## src/rtl/tsfp_pkg.sv

```systemverilog
// Package for the thread scheduler: slot states, policies, controller states, command and status structs.
// No dependencies.
`timescale 1ns / 1ps
package tsfp_pkg;
    localparam int SLOTS_DEF = 16;
    localparam int MAIN_LIFETIME_DEF = 65535;
    localparam int MAIN_PRIORITY_DEF = 0;

    typedef enum logic [1:0] {
        ST_EMPTY = 2'd0, ST_READY = 2'd1, ST_RUN = 2'd2, ST_TERM = 2'd3
    } t_slot_state;

    typedef enum logic [1:0] {
        POL_FIFO = 2'd0, POL_RR = 2'd1, POL_PRIO = 2'd2, POL_SJF = 2'd3
    } t_policy;

    typedef enum logic [3:0] {
        S_IDLE, S_CREATE, S_TICK, S_SCAN, S_DECIDE, S_START, S_REPORT, S_OUT
    } t_ctrl_state;

    typedef struct packed {
        logic load;        // latch request
        logic do_create;
        logic do_tick;     // first tick step: retire current
        logic scan_clear;
        logic scan_step;
        logic decide;
        logic start;
        logic report;
    } t_cmd;

    typedef struct packed {
        logic kind;
        logic tick_active;
        logic scan_done;
    } t_status;
endpackage

```

## src/rtl/tsfp_if.sv

```systemverilog
// Valid/ready channel interfaces for requests, results and configuration.
// Depends on nothing.
`timescale 1ns / 1ps
interface tsfp_req_if;
    logic       valid;
    logic       ready;
    logic       kind;
    logic [7:0] new_tid;
    logic [15:0] new_lifetime;
    logic [7:0] new_priority;
    modport source(output valid, kind, new_tid, new_lifetime, new_priority, input ready);
    modport sink(input valid, kind, new_tid, new_lifetime, new_priority, output ready);
endinterface

interface tsfp_rsp_if;
    logic       valid;
    logic       ready;
    logic       create_accepted;
    logic       switched;
    logic       from_main;
    logic [7:0] from_tid;
    logic       to_main;
    logic [7:0] to_tid;
    logic       ended_valid;
    logic [7:0] ended_tid;
    logic       all_done;
    logic [4:0] live_count;
    modport source(output valid, create_accepted, switched, from_main, from_tid, to_main,
                   to_tid, ended_valid, ended_tid, all_done, live_count, input ready);
    modport sink(input valid, create_accepted, switched, from_main, from_tid, to_main,
                 to_tid, ended_valid, ended_tid, all_done, live_count, output ready);
endinterface

interface tsfp_cfg_if;
    logic       valid;
    logic       ready;
    logic [1:0] data;
    modport source(output valid, data, input ready);
    modport sink(input valid, data, output ready);
endinterface

```

## src/rtl/tsfp_ctrl.sv

```systemverilog
// Controller state machine of the thread scheduler.
// Depends on tsfp_pkg.
`timescale 1ns / 1ps
module tsfp_ctrl
    import tsfp_pkg::*;
(
    input  logic    i_clk,
    input  logic    i_rst_n,
    input  logic    i_req_valid,
    output logic    o_req_ready,
    input  logic    i_out_free,
    input  t_status i_status,
    output t_cmd    o_cmd
);
    t_ctrl_state r_state, n_state;

    always_ff @(posedge i_clk) begin
        if (!i_rst_n) r_state <= S_IDLE;
        else          r_state <= n_state;
    end

    always_comb begin
        n_state = r_state;
        case (r_state)
            S_IDLE:   if (i_req_valid) n_state = S_CREATE;
            S_CREATE: begin
                if (!i_status.kind) n_state = S_REPORT;
                else if (i_status.tick_active) n_state = S_TICK;
                else n_state = S_REPORT;
            end
            S_TICK:   n_state = S_SCAN;
            S_SCAN:   if (i_status.scan_done) n_state = S_DECIDE;
            S_DECIDE: n_state = S_START;
            S_START:  n_state = S_REPORT;
            S_REPORT: if (i_out_free) n_state = S_IDLE;
            default:  n_state = S_IDLE;
        endcase
    end

    always_comb begin
        o_cmd = '0;
        o_req_ready = 1'b0;
        case (r_state)
            S_IDLE: begin
                o_req_ready = 1'b1;
                o_cmd.load = i_req_valid;
            end
            S_CREATE: begin
                o_cmd.do_create = !i_status.kind;
                o_cmd.scan_clear = 1'b1;
            end
            S_TICK:   o_cmd.do_tick = 1'b1;
            S_SCAN:   o_cmd.scan_step = 1'b1;
            S_DECIDE: o_cmd.decide = 1'b1;
            S_START:  o_cmd.start = 1'b1;
            S_REPORT: o_cmd.report = i_out_free;
            default:  o_cmd = '0;
        endcase
    end
endmodule

```

## src/rtl/tsfp_dp.sv

```systemverilog
// Datapath of the thread scheduler: slot table, serial pick scan, result register.
// Depends on tsfp_pkg.
`timescale 1ns / 1ps
module tsfp_dp
    import tsfp_pkg::*;
#(
    parameter int SLOTS = SLOTS_DEF,
    parameter int MAIN_LIFETIME = MAIN_LIFETIME_DEF,
    parameter int MAIN_PRIORITY = MAIN_PRIORITY_DEF
) (
    input  logic       i_clk,
    input  logic       i_rst_n,
    input  t_cmd       i_cmd,
    output t_status    o_status,
    input  logic [1:0] i_policy,
    input  logic       i_kind,
    input  logic [7:0] i_new_tid,
    input  logic [15:0] i_new_lifetime,
    input  logic [7:0] i_new_priority,
    input  logic       i_out_ready,
    output logic       o_out_valid,
    output logic       o_create_accepted,
    output logic       o_switched,
    output logic       o_from_main,
    output logic [7:0] o_from_tid,
    output logic       o_to_main,
    output logic [7:0] o_to_tid,
    output logic       o_ended_valid,
    output logic [7:0] o_ended_tid,
    output logic       o_all_done,
    output logic [4:0] o_live_count
);
    localparam int SW = $clog2(SLOTS);
    localparam int CW = $clog2(SLOTS + 1);

    t_slot_state r_st [SLOTS];
    logic [7:0]  r_id [SLOTS];
    logic [15:0] r_life [SLOTS];
    logic [7:0]  r_prio [SLOTS];
    logic [CW-1:0] r_count;
    logic [SW-1:0] r_run;
    logic        r_done;

    logic        r_kind;
    logic [7:0]  r_tid;
    logic [15:0] r_nlife;
    logic [7:0]  r_nprio;
    logic [SW-1:0] r_from;
    logic        r_ended;
    logic        r_acc;
    logic        r_term_other;   // non-rr current terminated
    logic        r_main_pick;    // non-rr, main was running
    logic        r_rr;
    logic [SW-1:0] r_idx;
    logic [CW-1:0] r_step;
    logic        r_found;
    logic [SW-1:0] r_best;
    logic        r_start_ok;
    logic        r_go_main;

    // lowest empty slot for create
    logic        free_hit;
    logic [SW-1:0] free_idx;
    always_comb begin
        free_hit = 1'b0;
        free_idx = '0;
        for (int i = SLOTS - 1; i >= 1; i--) begin
            if (r_st[i] == ST_EMPTY) begin
                free_hit = 1'b1;
                free_idx = SW'(i);
            end
        end
    end

    logic cand;
    logic better;
    always_comb begin
        if (r_rr) cand = (r_st[r_idx] == ST_READY) && (r_life[r_idx] != 16'd0);
        else cand = (r_idx != '0) && (r_st[r_idx] == ST_READY);
        better = 1'b1;
        if (r_found && !r_rr) begin
            case (t_policy'(i_policy))
                POL_PRIO: better = r_prio[r_idx] > r_prio[r_best];
                POL_SJF:  better = r_life[r_idx] < r_life[r_best];
                default:  better = 1'b0;
            endcase
        end
        if (r_found && r_rr) better = 1'b0;
    end

    logic [SW-1:0] next_idx;
    assign next_idx = (r_idx == SW'(SLOTS - 1)) ? '0 : r_idx + 1'b1;

    assign o_status.kind = r_kind;
    assign o_status.tick_active = (r_count > CW'(1)) && (r_st[r_run] == ST_RUN);
    assign o_status.scan_done = (r_step == CW'(SLOTS));

    always_ff @(posedge i_clk) begin
        if (!i_rst_n) begin
            for (int i = 1; i < SLOTS; i++) r_st[i] <= ST_EMPTY;
            r_st[0] <= ST_RUN;
            r_life[0] <= 16'(MAIN_LIFETIME);
            r_prio[0] <= 8'(MAIN_PRIORITY);
            r_id[0] <= 8'd0;
            r_count <= CW'(1);
            r_run <= '0;
            r_done <= 1'b0;
            o_out_valid <= 1'b0;
        end else begin
            if (o_out_valid && i_out_ready && !i_cmd.report) o_out_valid <= 1'b0;
            if (i_cmd.load) begin
                r_kind <= i_kind;
                r_tid <= i_new_tid;
                r_nlife <= i_new_lifetime;
                r_nprio <= i_new_priority;
            end
            if (i_cmd.scan_clear) begin
                r_from <= r_run;
                r_acc <= i_cmd.do_create && free_hit;
                r_ended <= 1'b0;
            end
            if (i_cmd.do_create && free_hit) begin
                r_st[free_idx] <= ST_READY;
                r_id[free_idx] <= r_tid;
                r_life[free_idx] <= r_nlife;
                r_prio[free_idx] <= r_nprio;
                r_count <= r_count + 1'b1;
            end
            if (i_cmd.do_tick) begin
                r_rr <= (t_policy'(i_policy) == POL_RR);
                r_found <= 1'b0;
                r_start_ok <= 1'b0;
                if (t_policy'(i_policy) == POL_RR) begin
                    r_idx <= (r_run == SW'(SLOTS - 1)) ? '0 : r_run + 1'b1;
                    r_step <= '0;
                    r_main_pick <= 1'b0;
                    r_term_other <= 1'b0;
                    if (r_run == '0) r_done <= 1'b0;
                    if (r_life[r_run] == 16'd0) begin
                        r_st[r_run] <= ST_TERM;
                        r_count <= r_count - 1'b1;
                        r_ended <= 1'b1;
                    end else begin
                        r_st[r_run] <= ST_READY;
                    end
                end else begin
                    r_idx <= '0;
                    r_main_pick <= (r_run == '0);
                    if (r_run == '0) begin
                        r_step <= '0;
                        r_term_other <= 1'b0;
                    end else if (r_life[r_run] != 16'd0) begin
                        r_life[r_run] <= r_life[r_run] - 1'b1;
                        r_step <= CW'(SLOTS);  // nothing to pick
                        r_term_other <= 1'b0;
                    end else begin
                        r_count <= r_count - 1'b1;
                        r_st[r_run] <= ST_TERM;
                        r_ended <= 1'b1;
                        r_term_other <= 1'b1;
                        r_step <= (r_count - 1'b1 <= CW'(1)) ? CW'(SLOTS) : '0;
                    end
                end
            end
            if (i_cmd.scan_step && (r_step != CW'(SLOTS))) begin
                if (cand && better) begin
                    r_found <= 1'b1;
                    r_best <= r_idx;
                end
                r_idx <= next_idx;
                r_step <= r_step + 1'b1;
            end
            if (i_cmd.decide) begin
                r_start_ok <= r_found && (r_rr || r_main_pick || r_term_other);
                r_go_main <= !r_found && r_term_other;
                if (r_found && r_main_pick) r_st[0] <= ST_READY;
            end
            if (i_cmd.start) begin
                if (r_start_ok) begin
                    if (r_life[r_best] != 16'd0) r_life[r_best] <= r_life[r_best] - 1'b1;
                    r_st[r_best] <= ST_RUN;
                    r_run <= r_best;
                    if (r_rr && r_best == '0) r_done <= 1'b1;
                end else if (r_go_main) begin
                    r_st[0] <= ST_RUN;
                    r_run <= '0;
                    r_done <= 1'b1;
                end
            end
            if (i_cmd.report) begin
                o_out_valid <= 1'b1;
                o_create_accepted <= r_acc;
                o_switched <= (r_run != r_from);
                o_from_main <= (r_from == '0);
                o_from_tid <= (r_from == '0) ? 8'd0 : r_id[r_from];
                o_to_main <= (r_run == '0);
                o_to_tid <= (r_run == '0) ? 8'd0 : r_id[r_run];
                o_ended_valid <= r_ended;
                o_ended_tid <= (r_ended && r_from != '0) ? r_id[r_from] : 8'd0;
                o_all_done <= r_done;
                o_live_count <= 5'(r_count);
            end
        end
    end
endmodule

```

## src/rtl/thread_scheduler_four_policy.sv

```systemverilog
// Four-policy thread scheduler top level: controller plus slot datapath.
// Depends on tsfp_pkg, tsfp_if, tsfp_ctrl, tsfp_dp.
// Create: CREATE then REPORT; a tick that acts runs TICK, SCAN, DECIDE, START, then REPORT.
// One request at a time; a pick scans the slot table one slot per cycle.
// A new request is taken only once the last result is out; a stalled result holds off the next.
// Reset (synchronous, active low): slot 0 running as main, others empty, fifo policy.
`timescale 1ns / 1ps
module thread_scheduler_four_policy
    import tsfp_pkg::*;
#(
    parameter int SLOTS = SLOTS_DEF,
    parameter int MAIN_LIFETIME = MAIN_LIFETIME_DEF,
    parameter int MAIN_PRIORITY = MAIN_PRIORITY_DEF
) (
    input logic i_clk,
    input logic i_rst_n,
    tsfp_req_if.sink   req,
    tsfp_rsp_if.source rsp,
    tsfp_cfg_if.sink   cfg
);
    t_cmd    cmd;
    t_status status;
    logic [1:0] r_policy;
    logic out_free;

    assign cfg.ready = 1'b1;
    always_ff @(posedge i_clk) begin
        if (!i_rst_n) r_policy <= 2'd0;
        else if (cfg.valid) r_policy <= cfg.data;
    end

    assign out_free = !rsp.valid || rsp.ready;

    tsfp_ctrl u_ctrl (
        .i_clk(i_clk), .i_rst_n(i_rst_n), .i_req_valid(req.valid), .o_req_ready(req.ready),
        .i_out_free(out_free), .i_status(status), .o_cmd(cmd)
    );

    tsfp_dp #(.SLOTS(SLOTS), .MAIN_LIFETIME(MAIN_LIFETIME), .MAIN_PRIORITY(MAIN_PRIORITY)) u_dp (
        .i_clk(i_clk), .i_rst_n(i_rst_n), .i_cmd(cmd), .o_status(status),
        .i_policy(r_policy), .i_kind(req.kind), .i_new_tid(req.new_tid),
        .i_new_lifetime(req.new_lifetime), .i_new_priority(req.new_priority),
        .i_out_ready(rsp.ready), .o_out_valid(rsp.valid),
        .o_create_accepted(rsp.create_accepted), .o_switched(rsp.switched),
        .o_from_main(rsp.from_main), .o_from_tid(rsp.from_tid), .o_to_main(rsp.to_main),
        .o_to_tid(rsp.to_tid), .o_ended_valid(rsp.ended_valid), .o_ended_tid(rsp.ended_tid),
        .o_all_done(rsp.all_done), .o_live_count(rsp.live_count)
    );
endmodule

```

## src/flat_wrapper.sv

```systemverilog
// flat-port wrapper written by rule: the top's interface ports become plain ports
module thread_scheduler_four_policy_flat import tsfp_pkg::*;
#(
    parameter int SLOTS = SLOTS_DEF,
    parameter int MAIN_LIFETIME = MAIN_LIFETIME_DEF,
    parameter int MAIN_PRIORITY = MAIN_PRIORITY_DEF
)
  (i_clk, i_rst_n, req_valid, req_kind, req_new_tid, req_new_lifetime, req_new_priority, req_ready, rsp_valid, rsp_create_accepted, rsp_switched, rsp_from_main, rsp_from_tid, rsp_to_main, rsp_to_tid, rsp_ended_valid, rsp_ended_tid, rsp_all_done, rsp_live_count, rsp_ready, cfg_valid, cfg_data, cfg_ready);
  tsfp_req_if req_i ();
  tsfp_rsp_if rsp_i ();
  tsfp_cfg_if cfg_i ();
  input logic i_clk;
  input logic i_rst_n;
  input wire logic [$bits(req_i.valid)-1:0] req_valid;
  input wire logic [$bits(req_i.kind)-1:0] req_kind;
  input wire logic [$bits(req_i.new_tid)-1:0] req_new_tid;
  input wire logic [$bits(req_i.new_lifetime)-1:0] req_new_lifetime;
  input wire logic [$bits(req_i.new_priority)-1:0] req_new_priority;
  output wire logic [$bits(req_i.ready)-1:0] req_ready;
  output wire logic [$bits(rsp_i.valid)-1:0] rsp_valid;
  output wire logic [$bits(rsp_i.create_accepted)-1:0] rsp_create_accepted;
  output wire logic [$bits(rsp_i.switched)-1:0] rsp_switched;
  output wire logic [$bits(rsp_i.from_main)-1:0] rsp_from_main;
  output wire logic [$bits(rsp_i.from_tid)-1:0] rsp_from_tid;
  output wire logic [$bits(rsp_i.to_main)-1:0] rsp_to_main;
  output wire logic [$bits(rsp_i.to_tid)-1:0] rsp_to_tid;
  output wire logic [$bits(rsp_i.ended_valid)-1:0] rsp_ended_valid;
  output wire logic [$bits(rsp_i.ended_tid)-1:0] rsp_ended_tid;
  output wire logic [$bits(rsp_i.all_done)-1:0] rsp_all_done;
  output wire logic [$bits(rsp_i.live_count)-1:0] rsp_live_count;
  input wire logic [$bits(rsp_i.ready)-1:0] rsp_ready;
  input wire logic [$bits(cfg_i.valid)-1:0] cfg_valid;
  input wire logic [$bits(cfg_i.data)-1:0] cfg_data;
  output wire logic [$bits(cfg_i.ready)-1:0] cfg_ready;
  assign req_i.valid = req_valid;
  assign req_i.kind = req_kind;
  assign req_i.new_tid = req_new_tid;
  assign req_i.new_lifetime = req_new_lifetime;
  assign req_i.new_priority = req_new_priority;
  assign req_ready = req_i.ready;
  assign rsp_valid = rsp_i.valid;
  assign rsp_create_accepted = rsp_i.create_accepted;
  assign rsp_switched = rsp_i.switched;
  assign rsp_from_main = rsp_i.from_main;
  assign rsp_from_tid = rsp_i.from_tid;
  assign rsp_to_main = rsp_i.to_main;
  assign rsp_to_tid = rsp_i.to_tid;
  assign rsp_ended_valid = rsp_i.ended_valid;
  assign rsp_ended_tid = rsp_i.ended_tid;
  assign rsp_all_done = rsp_i.all_done;
  assign rsp_live_count = rsp_i.live_count;
  assign rsp_i.ready = rsp_ready;
  assign cfg_i.valid = cfg_valid;
  assign cfg_i.data = cfg_data;
  assign cfg_ready = cfg_i.ready;
  thread_scheduler_four_policy #(.SLOTS(SLOTS), .MAIN_LIFETIME(MAIN_LIFETIME), .MAIN_PRIORITY(MAIN_PRIORITY)) u_core (.i_clk(i_clk), .i_rst_n(i_rst_n), .req(req_i), .rsp(rsp_i), .cfg(cfg_i));
endmodule
```

## config.mk

```make
export PLATFORM = sky130hd
export DESIGN_NAME = thread_scheduler_four_policy_flat
export DESIGN_NICKNAME = d
export VERILOG_FILES = /design/src/rtl/tsfp_pkg.sv /design/src/rtl/tsfp_if.sv /design/src/rtl/tsfp_ctrl.sv /design/src/rtl/tsfp_dp.sv /design/src/rtl/thread_scheduler_four_policy.sv /design/src/flat_wrapper.sv
export SDC_FILE = /design/constraint.sdc
export NUM_CORES = 1
export LEC_CHECK = 0
export BUFFER_PORTS_ARGS = -buffer_cell sky130_fd_sc_hd__buf_2
export CAP_MARGIN = 20
export CORE_MARGIN = 2
export CORE_UTILIZATION = 40
export DETAILED_ROUTE_END_ITERATION = 8
export PLACE_DENSITY = 0.54
export SLEW_MARGIN = 20
export SYNTH_ARGS = -nofsm -noshare
export SYNTH_HDL_FRONTEND = slang
export SYNTH_SLANG_ARGS = --single-unit
```

## constraint.sdc

```tcl
create_clock -name i_clk -period 6.58 [get_ports i_clk]
set_clock_uncertainty 0.1 [all_clocks]
set_input_delay 1.316 -clock i_clk [delete_from_list [all_inputs] [get_ports i_clk]]
set_output_delay 1.316 -clock i_clk [all_outputs]
set_load 0.02 [all_outputs]
```

==> results of run 1 <==
cell usage after synthesis, types with 30 or more instances:
cell type / number / area, um2
a21oi_1: 47 / 235.2
and2_1: 33 / 206.5
buf_1: 30 / 112.6
clkbuf_1: 68 / 255.2
dfxtp_1: 32 / 640.6
edfxtp_1: 637 / 19130
ha_1: 36 / 450.4
inv_1: 60 / 225.2
mux4_2: 379 / 8536
nand2_1: 79 / 296.5
nor2_1: 122 / 457.9
o21ai_0: 43 / 215.2
xnor2_1: 30 / 262.8
placed cells by master (no fill, tap or decap), types with 16 or more instances in the layout:
cell type / n
a21oi_1: 41
a221oi_1: 19
and2_1: 33
buf_2: 76
buf_4: 73
clkbuf_1: 16
clkbuf_16: 78
clkinv_1: 17
dfxtp_1: 18
edfxtp_1: 637
ha_1: 36
inv_1: 59
mux2i_1: 16
mux4_2: 379
nand2_1: 79
nand3_1: 28
nor2_1: 89
nor2_2: 24
nor2b_1: 22
nor3_1: 22
o21ai_0: 43
o22ai_1: 25
xnor2_1: 30
routing by layer:
| layer | vias to the layer above | GRT usage (%) | routed length [um] |
|---|---|---|---|
| li1 | 8402 | - | - |
| met1 | 10780 | 31.71 | 40570 |
| met2 | 945 | 36.37 | 46450 |
| met3 | 152 | 3.507 | 7192 |
| met4 | 0 | 7.280 | 2640 |
| met5 | - | 0 | 0 |
worst register-to-register path, stage by stage (launching register included):
cell,delay (ns)
dfxtp_4,0.88
mux4_2,0.63
mux4_2,0.49
inv_1,0.12
ha_1,0.26
a21bo_2,0.31
nor4_4,0.52
nand2_2,0.19
and2_1,0.33
a221oi_1,0.35
nand3_1,0.28
nor2_2,0.57
buf_4,0.40
sequential cells by signal, indices dropped and copies added (netlist names), 5 cells and up, named ones only:
name / flops
u_core.u_dp.o_ended_tid: 8
u_core.u_dp.o_from_tid: 8
u_core.u_dp.o_live_count: 5
u_core.u_dp.o_to_tid: 8
u_core.u_dp.r_count: 5
u_core.u_dp.r_id: 128
u_core.u_dp.r_life: 256
u_core.u_dp.r_nlife: 16
u_core.u_dp.r_nprio: 8
u_core.u_dp.r_prio: 128
u_core.u_dp.r_st: 32
u_core.u_dp.r_step: 5
u_core.u_dp.r_tid: 8
path summary, 6_finish.rpt:
check                           slack [ns]                   startpoint                                 endpoint
worst max register to register        0.84                    flip-flop       u_core.u_dp.r_life[0][5]$_DFFE_PP_
worst max-delay path                  0.84                    flip-flop       u_core.u_dp.r_life[0][5]$_DFFE_PP_
worst min register to register        0.33  u_core.u_dp.r_acc$_DFFE_PP_  u_core.u_dp.o_create_accepted$_DFFE_PP_
worst min-delay path                  0.33  u_core.u_dp.r_acc$_DFFE_PP_  u_core.u_dp.o_create_accepted$_DFFE_PP_
metrics by stage:
step           hold slack, ns  setup slack [ns]
2_1_floorplan          0.3003             1.198
3_3_place_gp           0.3135             1.049
3_5_place_dp           0.3175            0.9151
4_1_cts                0.3319            0.8874
5_1_grt                0.3386            0.5218
6_report               0.3316            0.8415
layout make-up:
class	count	area share (%)
Clock buffer	95	5.284
Clock inverter	39	1.354
Inverter	62	0.6070
Multi-Input combinational cell	1108	34.83
Sequential cell	669	51.64
Tap cell	1134	3.701
Timing Repair Buffer	152	2.578
cell families (layout without fill, tap and decap cells):
| kind of cell | after synthesis | in the layout | share of synthesized area [%] |
|---|---|---|---|
| simple gates | 393 | 393 | 5.888 |
| flops | 669 | 669 | 58.47 |
| mux | 409 | 409 | 26.19 |
| compound gates | 229 | 229 | 4.574 |
| buf+inv | 197 | 348 | 2.498 |
| fa+ha+maj | 36 | 36 | 1.332 |
| other cells | 1 | 1 | 0.01109 |
| xor+xnor | 40 | 40 | 1.036 |
power by group through the flow:
stage | combinational [mW] | clock, mW | sequential (mW)
after floorplan | 0.537 | 0 | 4.82
after global placement | 0.718 | 0 | 4.90
after detailed placement | 0.723 | 0 | 4.90
after CTS | 0.727 | 4.41 | 4.81
after global routing | 0.781 | 4.59 | 4.82
final | 0.725 | 4.33 | 4.81
==> flow_metrics.py, run 1 <==
metrics = {
    "run_status": {
        "outcome": "complete, no violations",
    },
    "layout": {
        "fill_cells": 7150,
        "area_growth_pct": 13.40,
        "nNetsFinal": 2144,
        "seqCellArea_um2": 19800,
        "multi_input_area_um2": 13350,
        "design_area_um2": 38340,
        "final_core_util_pct": 45.81,
        "antenna_cells": 0,
        "final_cells": 3259,
        "drive_gt1_share_pct": 33.98,
    },
    "critical_path": {
        "worstPathCellList": "mux4_2, mux4_2, inv_1, ha_1, a21bo_2, nor4_4, nand2_2, and2_1, a221oi_1, nand3_1, nor2_2, buf_4",
        "r2r_cells": 12,
        "crit_fanout": 40,
        "required_ns": 6.78,
        "critical_path_buf_inv_count": 2,
        "crit_path_frequent_cell": "mux4_2",
        "cp-end-kind": "flip-flop",
        "start_kind": "flip-flop",
        "crit_cells": 12,
        "arrival_ns": 5.94,
        "critical_path_class": "reg -> reg",
        "critical-path-top-delay-family": "simple AND/OR/NAND/NOR gates",
        "crit_path_top_delay_cell": "dfxtp_4",
        "slowest_delay_ns": 0.88,
    },
    "global_route": {
        "grt.overflow.total": 0,
        "antenna_found_initial": 1,
        "grt_usage_pct": 22.63,
        "grt_max_degree": 52,
        "grt_pass1_wl_um": 142700,
        "first_global_vias": 20743,
    },
    "place": {
        "numPortBuffers": 76,
        "dp_cells": 3125,
        "dp_hpwl_um": 61420,
        "place_congestion": 0.8972,
        "placed_cell_area_um2": 35780,
    },
    "timing": {
        "drv_slew": 0,
        "setup_viol": 0,
        "rsz0062_at_grt": "false",
        "hold_viol_final": 0,
        "fin_crit_ns": 5.738,
        "relSlewSlack_pct": 29.23,
        "setup_tns_ns": 0,
        "tightest_slew_ns": 1.059,
        "min_period_over_period_pct": 87.21,
        "max_clock_freq_mhz": 174.3,
    },
    "power_and_ir_drop": {
        "p_int_mw": 7.626,
        "p_switching_mw": 2.238,
        "p_seq_share_pct": 48.8,
        "power_density_nw_per_um2": 257.3,
        "ir_worst_vdd_uv": 158.1,
        "comb_power_share_pct": 7.4,
        "clock_power_share_pct": 43.9,
        "switching_share_pct": 22.69,
        "power.total_mw": 9.865,
        "p_leak_nw": 12.05,
    },
    "flow_run": {
        "drv_cap": 0,
    },
    "synth": {
        "ys_ff_latch": 669,
        "synth_area_um2": 33810,
        "yosysSeqAreaShare_pct": 58.47,
        "synth_cell_type_count": 77,
        "synth_edf_count": 637,
        "avgSynthCellArea_um2": 17.13,
        "syn-instance-count": 1974,
        "yosys_warnings": 0,
        "async_flop_share_pct": 0,
        "synthesis.nets": 2050,
        "synth-main-ff-cell": "edfxtp_1",
    },
    "clock_tree": {
        "htreeDepth": 3,
        "post_cts_buffers": 0,
        "clkSinkCount": 669,
        "path_clk_slew_ns": 0.06,
        "cts_buffers": 75,
        "cts_hold_buf": 0,
        "post_cts_resized": 0,
        "clk_latency_ns": 0.63,
        "cts_root_buf": "clkbuf_16",
        "clock_path_buffers": 3,
        "cts_tree": "done",
    },
    "routing": {
        "viasPerCell": 6.222,
        "detail-route-antenna-nets": 0,
        "drt_iter0_markers": 2244,
        "drt-pass1-iter-count": 7,
        "num_vias": 20279,
        "route.detailed.drc": 0,
        "wl_um": 96860,
        "drt-wirelength-per-cell_um": 29.72,
    },
    "die": {
        "io_pins": 78,
        "die_w_um": 294.7,
        "rows": 106,
        "start_util_pct": 40.40,
        "die_h_um": 294.7,
        "die_area_um2": 86860,
        "coreArea_um2": 83690,
    },
    "worst_hold_path": {
        "whs_path_depth": 0,
        "hold_path.class": "reg -> reg",
    },
}
Note: power is estimated with default switching activity, not from simulation.
==> inputs of run 2 (changes only) <==
PLACE_DENSITY = unset   (was 0.54)
PLACE_DENSITY_LB_ADDON = 0.25   (was unset)
SYNTH_HIERARCHICAL = 1   (was unset)
==> run 2 against run 1 <==
- critical path depth down 3
- power increased by 1.2%
- clock power grew 0.9%
- setup slack better by 0.10 ns
- count of clock-buffer cells in the layout rose by 2
- global-route usage increased by 4.5 points
- area after synthesis rose by 17%
- routed wire length grew 44%
- hold slack lost 0.013 ns
==> flow_metrics.py, run 2 <==
metrics = {
    "run_status": {
        "outcome": "complete, no violations",
    },
    "layout": {
        "drive_gt1_share_pct": 27.10,
        "area_growth_pct": 11.31,
        "design_area_um2": 43960,
        "most-common-layout-cells": "edfxtp_1 (605), mux2i_1 (404), mux4_2 (347)",
        "final_cells": 4144,
        "largest_register": "u_core/u_dp/r_life",
        "mostFrequentLayoutCell": "edfxtp_1",
        "final_core_util_pct": 44.80,
        "largest_reg_flops": 256,
        "nNetsFinal": 2874,
        "reg_top3": "u_core/u_dp/r_life x256, u_core/u_dp/r_id x128, u_core/u_dp/r_prio x128",
    },
    "global_route": {
        "grt_max_degree": 51,
        "grt_pass1_wl_um": 199700,
        "antenna_found_initial": 4,
        "grt_usage_pct": 27.12,
        "grt.overflow.total": 0,
        "first_global_vias": 27787,
    },
    "clock_tree": {
        "post_cts_resized": 0,
        "clk_latency_ns": 0.69,
        "path_clk_slew_ns": 0.06,
        "cts_tree": "done",
        "post_cts_buffers": 0,
        "htreeDepth": 3,
        "cts_root_buf": "clkbuf_16",
        "cts_buffers": 78,
        "clock_path_buffers": 3,
        "clkSinkCount": 669,
        "cts_hold_buf": 0,
    },
    "synth": {
        "synth_area_leader_cell": "edfxtp_1",
        "yosys_warnings": 6,
        "synth_cell_type_count": 83,
        "async_flop_share_pct": 0,
        "synth.most_common_cell": "edfxtp_1",
        "synth_area_um2": 39490,
        "ys_top_cells_by_area": "edfxtp_1 (46%), mux4_2 (20%), mux2i_1 (10%), dfxtp_1 (3.2%), a22o_1 (1.3%)",
        "ys_ff_latch": 669,
        "synth_common_cells": "edfxtp_1 (605), mux2i_1 (404), mux4_2 (347)",
        "synth_edf_count": 605,
        "avgSynthCellArea_um2": 14.35,
        "syn-instance-count": 2752,
        "yosysSeqAreaShare_pct": 49.24,
        "synth-main-ff-cell": "edfxtp_1",
        "synth_top_area_share_pct": 46.00,
        "synthesis.nets": 2831,
    },
    "power_and_ir_drop": {
        "ir_worst_vdd_uv": 176.9,
        "power.total_mw": 9.987,
        "power_density_nw_per_um2": 227.2,
        "p_leak_nw": 17.01,
    },
    "place": {
        "dp_cells": 4002,
        "place_congestion": 0.9672,
        "place_ws_ns": 1.105,
        "placed_cell_area_um2": 41400,
        "dp_hpwl_um": 88590,
        "numPortBuffers": 76,
    },
    "timing": {
        "setup_tns_ns": 0,
        "setup_viol": 0,
        "whs_ns": 0.3190,
        "fin_ws_ns": 0.9434,
        "hold_viol_final": 0,
        "drv_slew": 0,
        "min_period_over_period_pct": 85.66,
        "tightest_slew_ns": 1.205,
        "max_clock_freq_mhz": 177.4,
        "fin_crit_ns": 5.637,
        "rsz0062_at_grt": "false",
        "relSlewSlack_pct": 19.52,
    },
    "routing": {
        "route.detailed.drc": 0,
        "drt-met1-wl_um": 53030,
        "wl_um": 139900,
        "detail-route-antenna-nets": 0,
        "dr_wl_met3_um": 13920,
        "viasPerCell": 6.694,
        "num_vias": 27742,
        "drt_iter0_markers": 3594,
        "topRoutingLayerUsed": "met5",
        "drt-wirelength-per-cell_um": 33.76,
        "wl_met2_um": 65760,
        "drt-pass1-iter-count": 7,
    },
    "die": {
        "die_area_um2": 101300,
        "coreArea_um2": 98130,
        "rows": 115,
        "io_pins": 78,
        "start_util_pct": 40.25,
        "die_w_um": 318.2,
        "die_h_um": 318.2,
    },
    "critical_path": {
        "crit_path_frequent_cell": "nand2_1",
        "critical-path-top-delay-family": "simple AND/OR/NAND/NOR gates",
        "start_kind": "flip-flop",
        "crit_path_top_delay_cell": "dfxtp_4",
        "arrival_ns": 6.11,
        "crit_fanout": 41,
        "slowest_delay_ns": 0.96,
        "critical_path_class": "reg -> reg",
        "worstPathCellList": "mux4_2, a22oi_1, nand2_1, nor4_2, nand4_1, buf_4, o21ai_2, nand2_1, a31o_2",
        "cp-end-kind": "flip-flop",
        "required_ns": 7.05,
        "critical_path_buf_inv_count": 1,
    },
    "flow_run": {
        "drv_cap": 0,
    },
    "worst_hold_path": {
        "hold_path.class": "reg -> reg",
    },
}
## run 2: where the power goes
| group | leakage [nW] | internal (mW) | switching [mW] |
|---|---|---|---|
| clock network | 1.22 | 2.47 | 1.90 |
| registers | 6.35 | 4.67 | 0.105 |
| logic | 9.43 | 0.366 | 0.469 |
## run 2: worst register-to-register path: stages (launching register included)
cell	delay [ns]
dfxtp_4	0.96
mux4_2	0.65
a22oi_1	0.25
nand2_1	0.26
nor4_2	0.63
nand4_1	0.74
buf_4	0.46
o21ai_2	0.69
nand2_1	0.42
a31o_2	0.36
## run 2: layout make-up
cell class                 count  area [um2]
fill                        8656       54170
timing repair buffer         218        1499
multi-input combinational   1766       18600
clock buffer                  97        2044
antenna                        1       2.502
inverter                      62       232.7
sequential                   669       19480
clock inverter                44       498.0
tap                         1287        1610
## run 2: kinds of logic after synthesis
logic type                 share of synthesized area (%)
DFF                                                49.24
buffers and inverters                              4.014
adders and majority gates                          1.236
muxes                                              30.71
xor gates and xnor gates                          0.9187
and+or+nand+nor                                    7.084
other                                           0.009495
AOI/OAI and AO/OA                                  6.783
## run 2: worst paths after layout
kind	from	end	slack [ns]	depth (start not counted)
worst min register to register	u_core/u_dp/r_acc$_DFFE_PP_	u_core/u_dp/o_create_accepted$_DFFE_PP_	0.32	0
worst min-delay path	u_core/u_dp/r_acc$_DFFE_PP_	u_core/u_dp/o_create_accepted$_DFFE_PP_	0.32	0
worst max register to register	flip-flop	u_core/u_dp/r_st[1][1]$_SDFFE_PP1P_	0.94	9
worst max-delay path	flip-flop	u_core/u_dp/r_st[1][1]$_SDFFE_PP1P_	0.94	9
## run 2: routing by layer
| layer | up-vias | GRT usage (%) |
|---|---|---|
| met1 | 14296 | 34.74 |
| li1 | 11186 | - |
| met4 | 2 | 12.96 |
| met2 | 1807 | 43.32 |
| met3 | 451 | 6.601 |
| met5 | - | 0 |
